$ cat src/hdl/sbe_pkg.sv
// Package with opcode, error and state encodings of the stack bytecode executor.
`default_nettype none
package sbe_pkg;

  typedef enum logic [4:0] {
    OP_PUSHINT = 5'd0, OP_PUSHBOOL = 5'd1, OP_LOAD = 5'd2, OP_STORE = 5'd3,
    OP_ADD = 5'd4, OP_SUB = 5'd5, OP_MUL = 5'd6, OP_DIV = 5'd7,
    OP_EQ = 5'd8, OP_NEQ = 5'd9, OP_LT = 5'd10, OP_GT = 5'd11,
    OP_LTE = 5'd12, OP_GTE = 5'd13, OP_PRINT = 5'd14, OP_INPUT = 5'd15,
    OP_JUMP = 5'd16, OP_JUMPFALSE = 5'd17, OP_POP = 5'd18, OP_HALT = 5'd19
  } op_t;

  typedef enum logic [2:0] {
    ERR_NONE = 3'd0, ERR_UNDERFLOW = 3'd1, ERR_UNDEF = 3'd2,
    ERR_DIVZERO = 3'd3, ERR_BADOP = 3'd4, ERR_OVERFLOW = 3'd5
  } err_t;

  typedef enum logic [2:0] {
    ST_IDLE, ST_READ, ST_EXEC, ST_DIV, ST_OUT
  } state_t;

  localparam logic [1:0] START_NONE = 2'd0;

  // Request to the divider.
  typedef struct packed {
    logic start;
  } div_ctl_t;

endpackage
`default_nettype wire

$ cat src/hdl/sbe_div.sv
// Iterative signed divider, one quotient bit per cycle, truncating toward zero.
`default_nettype none
module sbe_div #(
  parameter int W = 32
) (
  input  wire logic                  clk,
  input  wire logic                  rst_n,
  input  wire sbe_pkg::div_ctl_t     ctl,
  input  wire logic [W-1:0]          dividend,
  input  wire logic [W-1:0]          divisor,
  output logic                       done,
  output logic [W-1:0]               quotient
);
  import sbe_pkg::*;

  localparam int CW = $clog2(W + 1);

  logic [W-1:0]  q_r, q_nxt;
  logic [W:0]    rem_r, rem_nxt;
  logic [W-1:0]  dsr_r, dsr_nxt;
  logic [CW-1:0] cnt_r, cnt_nxt;
  logic          neg_r, neg_nxt, busy_r, busy_nxt, done_r, done_nxt;
  logic [W:0]    trial;
  logic [W:0]    shifted;

  always_comb begin
    q_nxt = q_r; rem_nxt = rem_r; dsr_nxt = dsr_r; cnt_nxt = cnt_r;
    neg_nxt = neg_r; busy_nxt = busy_r; done_nxt = 1'b0;
    shifted = {rem_r[W-1:0], q_r[W-1]};
    trial = shifted - {1'b0, dsr_r};
    if (ctl.start) begin
      q_nxt = dividend[W-1] ? (~dividend + 1'b1) : dividend;
      dsr_nxt = divisor[W-1] ? (~divisor + 1'b1) : divisor;
      neg_nxt = dividend[W-1] ^ divisor[W-1];
      rem_nxt = '0;
      cnt_nxt = CW'(W);
      busy_nxt = 1'b1;
    end else if (busy_r) begin
      if (!trial[W]) begin
        rem_nxt = trial;
        q_nxt = {q_r[W-2:0], 1'b1};
      end else begin
        rem_nxt = shifted;
        q_nxt = {q_r[W-2:0], 1'b0};
      end
      cnt_nxt = cnt_r - 1'b1;
      if (cnt_r == CW'(1)) begin
        busy_nxt = 1'b0;
        done_nxt = 1'b1;
      end
    end
  end

  always_ff @(posedge clk) begin
    q_r <= q_nxt; rem_r <= rem_nxt; dsr_r <= dsr_nxt; neg_r <= neg_nxt;
    if (!rst_n) begin
      busy_r <= 1'b0; done_r <= 1'b0; cnt_r <= '0;
    end else begin
      busy_r <= busy_nxt; done_r <= done_nxt; cnt_r <= cnt_nxt;
    end
  end

  assign done = done_r;
  assign quotient = neg_r ? (~q_r + 1'b1) : q_r;

  busy_done_excl: assert property (@(posedge clk) disable iff (!rst_n)
    done_r |-> !busy_r) else $error("divider done while busy");
  start_sets_busy: assert property (@(posedge clk) disable iff (!rst_n)
    ctl.start |=> busy_r) else $error("divider did not start");
  done_after_busy: assert property (@(posedge clk) disable iff (!rst_n)
    done_r |-> $past(busy_r)) else $error("divider done without work");

endmodule
`default_nettype wire

$ cat config.mk
export PLATFORM = sky130hd
export DESIGN_NAME = sbe_div
export DESIGN_NICKNAME = d
export VERILOG_FILES = /design/src/hdl/sbe_pkg.sv /design/src/hdl/sbe_div.sv
export SDC_FILE = /design/constraint.sdc
export NUM_CORES = 1
export LEC_CHECK = 0
export BUFFER_PORTS_ARGS = -buffer_cell sky130_fd_sc_hd__buf_2
export CAP_MARGIN = 10
export CORE_ASPECT_RATIO = 0.7
export CORE_UTILIZATION = 60
export CTS_CLUSTER_DIAMETER = 150
export DETAILED_ROUTE_END_ITERATION = 8
export GPL_TIMING_DRIVEN = 0
export PLACE_DENSITY = 0.89
export SYNTH_ARGS = -nofsm -noshare
export SYNTH_HDL_FRONTEND = slang
export SYNTH_SLANG_ARGS = --single-unit
$ cat constraint.sdc
create_clock -name clk -period 4.83 [get_ports clk]
set_input_delay 0.483 -clock clk [delete_from_list [all_inputs] [get_ports clk]]
set_output_delay 0.483 -clock clk [all_outputs]
set_load 0.02 [all_outputs]
==> qor.yml, run 1 <==
outcome: "complete, but fails checks"
failed_checks: "design-rule violations"
area_growth_pct: 12.82
clock_latency_ps: 360
crit_path_start_kind: "flop"
finalSetupViolations: 0
fillerInstances: 957
grt_pass1_vias: 6451
fin_crit_ps: 4012
synth_top_flop_cell: "edfxtp_1"
die_area_sq_mm: 0.01355
ys_types: 62
power.leakage_uw: 0.003488
arrival_ps: 3530
worst_ep_required_time_ps: 4350
reg2regPathDepth: 12
cts_hold_buf: 0
maxSlewViolCount: 0
synth_cells: 902
grt_util_all_layers: 0.2908
power_uw: 2705
crit_type: "reg -> out"
hold_depth: 2
layout.nets: 1118
drc: 19
synth_area_per_cell_sq_um: 8.699
postSynthNetCount: 1007
clock.fmax_mhz: 249.2
drt_iter0_markers: 664
vias: 7128
drive_gt1_frac: 0.1326
h-tree-depth: 3
cts.sinks: 105
buffer_ports.inserted: 99
wl_per_cell_um: 16.40
vias_per_cell: 6.041
cts_tree: "built"
grt_antenna_before_repair: 0
numCtsBuffers: 9
max-cap-violations: 0
die_h_um: 97.68
skew_ps: 11.10
ir_drop_uv: 198.2
rows: 34
routed_wl_um: 19350
ios: 100
yosysSeqAreaShare: 0.3508
ant_nets: 0
rsz0062_at_grt: "false"
worst_slew_pin_slew_ps: 901.4
root_buffer: "clkbuf_16"
synth_edf_count: 65
core_sq_mm: 0.01259
p_per_area_mw_per_mm2: 305.6
syn-cell-area_sq_mm: 0.007846
hold_viol: 0
crit_fanout: 5
clk_pin_slew_ps: 70
grt_overflow: 0
cts_resized: 0
die_w_um: 138.7
grt_pass1_wl_um: 31560
final_common_cell: "buf_2"
postCtsSetupBuffers: 0
cts_buffer_depth: 2
num_antenna_cells: 0
hold_class: "in -> reg"
async_reset_ff_frac: 0
crit_path_end_kind: "output port"
ys_ff_latch: 105
dp_hpwl_um: 14800
setup_tns_ps: 0
yosys_warnings: 0
final_cell_mix: "102 x buf_2, 89 x nor2_1, 81 x nand2_1, 81 x xnor2_1, 65 x edfxtp_1"
finalCritPeriodShare: 0.8307
maxSlewHeadroom: 0.3991
grt_max_degree: 40
initial_core_util: 0.6231
gp_congestion: 0.9724
first_pass_iters: 7
[Yosys cell counts, drive strengths merged (2+ instances only)]
cell      n  area (sq um)
nor2     89         334.1
nand2    81         304.0
xnor2    81         709.4
edfxtp   65          1952
a21oi    63         319.1
o21ai    56         280.3
inv      49         183.9
dfxtp    40         800.8
xor2     39         341.6
clkbuf   38         142.6
ha       37         462.9
o31ai    30         225.2
mux2i    22         220.2
a211oi   21         157.7
or3      17         116.4
nor3     15         75.07
or4      15         120.1
nand2b   14         87.58
o41ai    12         120.1
a21o     10         75.07
nand3    10         50.05
nand4    10         62.56
o21a     10         75.07
o31a     10         87.58
nor4      7         56.30
buf       6         30.03
nor2b     6         37.54
a211o     3         26.28
a21boi    3         22.52
mux2      3         33.78
nand3b    3         22.52
o211ai    3         22.52
o22ai     3         18.77
or2       3         18.77
a2111o    2         22.52
a2111oi   2         17.52
a311oi    2         17.52
a31o      2         17.52
a31oi     2         12.51
nor3b     2         15.01
nor4b     2         17.52
o21bai    2         15.01
[logic make-up after synthesis]
family | after synthesis | synth area share
simple gates | 278 | 0.1719
fa+ha+maj | 38 | 0.06155
buf+inv | 93 | 0.04545
mux | 25 | 0.03237
xor+xnor | 120 | 0.1340
flops | 105 | 0.3508
compound gates | 243 | 0.2040
[layout make-up]
cell class / count / area (sq um) / share of cell area
inverters: 49 / 183.9 / 0.02078
clock inverters: 6 / 51.30 / 0.005795
plain buffers: 44 / 172.7 / 0.01951
multi-input cells: 704 / 4737 / 0.5351
clock buffers: 10 / 229.0 / 0.02587
flip-flops and latches: 105 / 2753 / 0.3110
well taps: 162 / 202.7 / 0.02290
repair buffers: 100 / 523.0 / 0.05908
[per-layer routing]
metal	up-vias	part of all wire	track usage
met5	-	0	0
met4	0	0.014	0.08547
met3	33	0.089	0.04633
met2	329	0.44	0.4447
met1	3266	0.46	0.4233
li1	3500	-	-
[registers in the layout, summed over array words and instances (netlist names)]
name and count:
busy_r 1, cnt_r 6, done 1, dsr_r 32, neg_r 1, q_r 32, rem_r 32
[worst max-delay path, cell delays in order, from the launching register on]
cell	delay [ps]
edfxtp_1	490
nor4_2	460
nand3b_1	170
nand2b_1	200
nand2b_1	180
or3_1	440
or4_1	530
o41ai_1	350
xnor2_1	170
buf_2	190
[worst paths after layout]
| kind | startpoint | to | slack [ps] |
|---|---|---|---|
| setup / recovery | q_r[3] | quotient[26] | 820 |
| hold / removal | rst_n | cnt_r[5] | 370 |
| setup reg to reg | q_r[31] | rem_r[15] | 1300 |
| hold reg to reg | cnt_r[0] | cnt_r[0] | 500 |
[metrics by stage]
stage	setup slack, ps	area, sq um	hold slack, ps	util	instances
6_report	817.7	8852	365.1	0.7030	1180
5_1_grt	559.3	8852	368.0	0.7030	1180
4_1_cts	865.8	8825	364.1	0.7008	1179
3_5_place_dp	1274	8544	484.4	0.6786	1163
3_3_place_gp	1282	8544	475.8	0.6786	1163
2_1_floorplan	1642	7846	452.6	-	902
[where the power goes]
part | internal, uW | leakage, uW | switching, uW
Clock | 356 | 0.000134 | 345
Sequential | 1050 | 0.000965 | 74.0
Combinational | 350 | 0.00239 | 526
Total | 1760 | 0.00349 | 945
No activity file was read; power rests on OpenSTA's default activity.
==> run 2: changes to the inputs <==
- CORE_UTILIZATION: 60 -> 59
- PLACE_DENSITY: 0.89 -> 0.88
- clock period: 4.83 -> 3.7 ns (I/O delays scaled with it)
==> run 2 against run 1 <==
Via count increased by 2.8%; first-iteration DRC count up 33%; final area increased by 1.4%; the flow now finishes without violations; clock power rose by 44%; clock-buffer cell count fell by 1; critical path type unchanged.
==> qor.yml, run 2 (same netlist as run 1, synthesis figures left out) <==
arrival_ps: 3230
hold_path.startpoint: "divisor[0]"
grtUsageMet3: 0.05296
cts_hold_buf: 0
path_cells: "inv_1 -> ha_1 -> nand3b_1 -> nand2b_1 -> nand2b_1 -> or3_1 -> or4_4 -> o21ai_0 -> xnor2_1 -> buf_2"
cts.sinks: 105
setup_tns_ps: 0
top_regs: "dsr_r x32, q_r x32, rem_r x32"
final_common_cell: "buf_2"
dp_hpwl_um: 15260
crit_fanout: 5
drt_iter0_markers: 885
top_usage_layer: "met2"
stdcell_area_sq_mm: 0.008977
use_met1: 0.4353
ant_nets: 0
power.leakage_uw: 0.003550
hold_end: "dsr_r[0]"
maxSlewViolCount: 0
max-cap-violations: 0
finalCritPeriodShare: 0.9719
crit_top_cell: "nand2b_1"
hold_viol: 0
clock_latency_ps: 360
first_pass_iters: 5
r2r_end: "rem_r[9]"
vias_per_cell: 6.177
drc: 0
p_per_area_mw_per_mm2: 408.1
num_antenna_cells: 0
buffer_ports.inserted: 99
grt_overflow: 0
layout.nets: 1124
utilization: 0.7082
routed_wl_um: 20620
fin_crit_ps: 3596
die_area_sq_mm: 0.01377
h-tree-depth: 3
grt_pass1_vias: 6634
skew_ps: 12.34
reg2regPathDepth: 11
ir_drop_uv: 291.0
ios: 100
die_h_um: 98.49
worst_ep_required_time_ps: 3330
cts_buffer_depth: 2
core_sq_mm: 0.01268
clock.fmax_mhz: 278.1
drive_gt1_frac: 0.1445
die_w_um: 139.8
initial_core_util: 0.6189
grt_util_all_layers: 0.2981
grt_antenna_before_repair: 0
rows: 34
cp_slowest_cell: "edfxtp_1"
crit_type: "reg -> out"
numCtsBuffers: 9
clk_pin_slew_ps: 80
hold_depth: 1
rr_startpoint: "dsr_r[0]"
startpoint: "q_r[1]"
outcome: "complete, no violations"
grt_pass1_wl_um: 32610
gp_congestion: 0.9346
power_uw: 3664
finalSetupViolations: 0
hold_class: "in -> reg"
dpl-instance-area_sq_mm: 0.008544
maxSlewHeadroom: 0.3824
root_buffer: "clkbuf_16"
vias: 7326
crit_path_end_kind: "output port"
rrSetupSlack_ps: 250
max_stage_delay_ps: 490
cts_tree: "built"
area_growth_pct: 14.42
crit_path_start_kind: "flop"
final_cell_mix: "102 x buf_2, 89 x nor2_1, 81 x nand2_1, 81 x xnor2_1, 65 x edfxtp_1"
wl_per_cell_um: 17.39
rsz0062_at_grt: "false"
fillerInstances: 973
grt_max_degree: 40
worst_slew_pin_slew_ps: 926.4
use_met2: 0.4542
==> run 2: cell count changes in the layout (fill, tap and decap cells not counted), moves of 2 or more <==
cell	previous run	this run
clkinv_4	3	0
o41ai_1	10	8
buf_4	1	7
o41ai_2	2	4
inv_8	0	3
o31ai_1	30	28
or4_1	13	11
o31ai_2	0	2
or4_4	2	4
==> run 2: layout make-up <==
cell class,count,area (sq um),share of cell area
multi-input cells,704,4787,0.5332
flip-flops and latches,105,2753,0.3066
repair buffers,106,568.0,0.06328
clock buffers,9,225.2,0.02509
well taps,162,202.7,0.02258
inverters,49,183.9,0.02049
plain buffers,44,172.7,0.01923
clock inverters,7,85.08,0.009477
==> run 2: layer usage <==
layer | part of all wire | up-vias
met5 | 0 | -
met4 | 0.016 | 0
met3 | 0.10 | 34
met2 | 0.44 | 369
met1 | 0.45 | 3419
li1 | - | 3504
==> run 2: what timing repair did <==
item                                    in CTS  in global routing
endpoints found under the setup margin       4                 18
gates resized for setup                      2                  8
pin swaps                                    1                  0
buffers inserted                             2                  4
==> run 2: critical path: cells and delay by family (launching register included) <==
kind,cells,cell delay (ps)
DFF,1,490
xor gates and xnor gates,1,180
adders and majority gates,1,220
AOI/OAI and AO/OA,1,220
buffers and inverters,2,340
and+or+nand+nor,5,1410
==> run 2: metrics by stage <==
stage,hold slack (ps),setup slack [ps],cells
6_report,254.9,103.9,1186
3_3_place_gp,477.2,270.6,1163
2_1_floorplan,452.6,625.5,902
5_1_grt,254.7,3.390,1186
4_1_cts,248.9,60.25,1181
3_5_place_dp,482.1,218.4,1163
==> run 2: worst max path at each step <==
stage | end | slack (ps) | depth (start not counted)
2_1_floorplan | quotient[26] | 630 | 8
3_3_place_gp | quotient[26] | 270 | 9
3_5_place_dp | quotient[26] | 220 | 9
4_1_cts | quotient[28] | 60 | 9
5_1_grt | quotient[30] | 3 | 10
6_report | quotient[30] | 100 | 10
==> run 2: where the power goes <==
| group | internal, uW | switching, uW |
|---|---|---|
| Combinational | 468 | 711 |
| Clock | 541 | 469 |
| Sequential | 1370 | 99.6 |
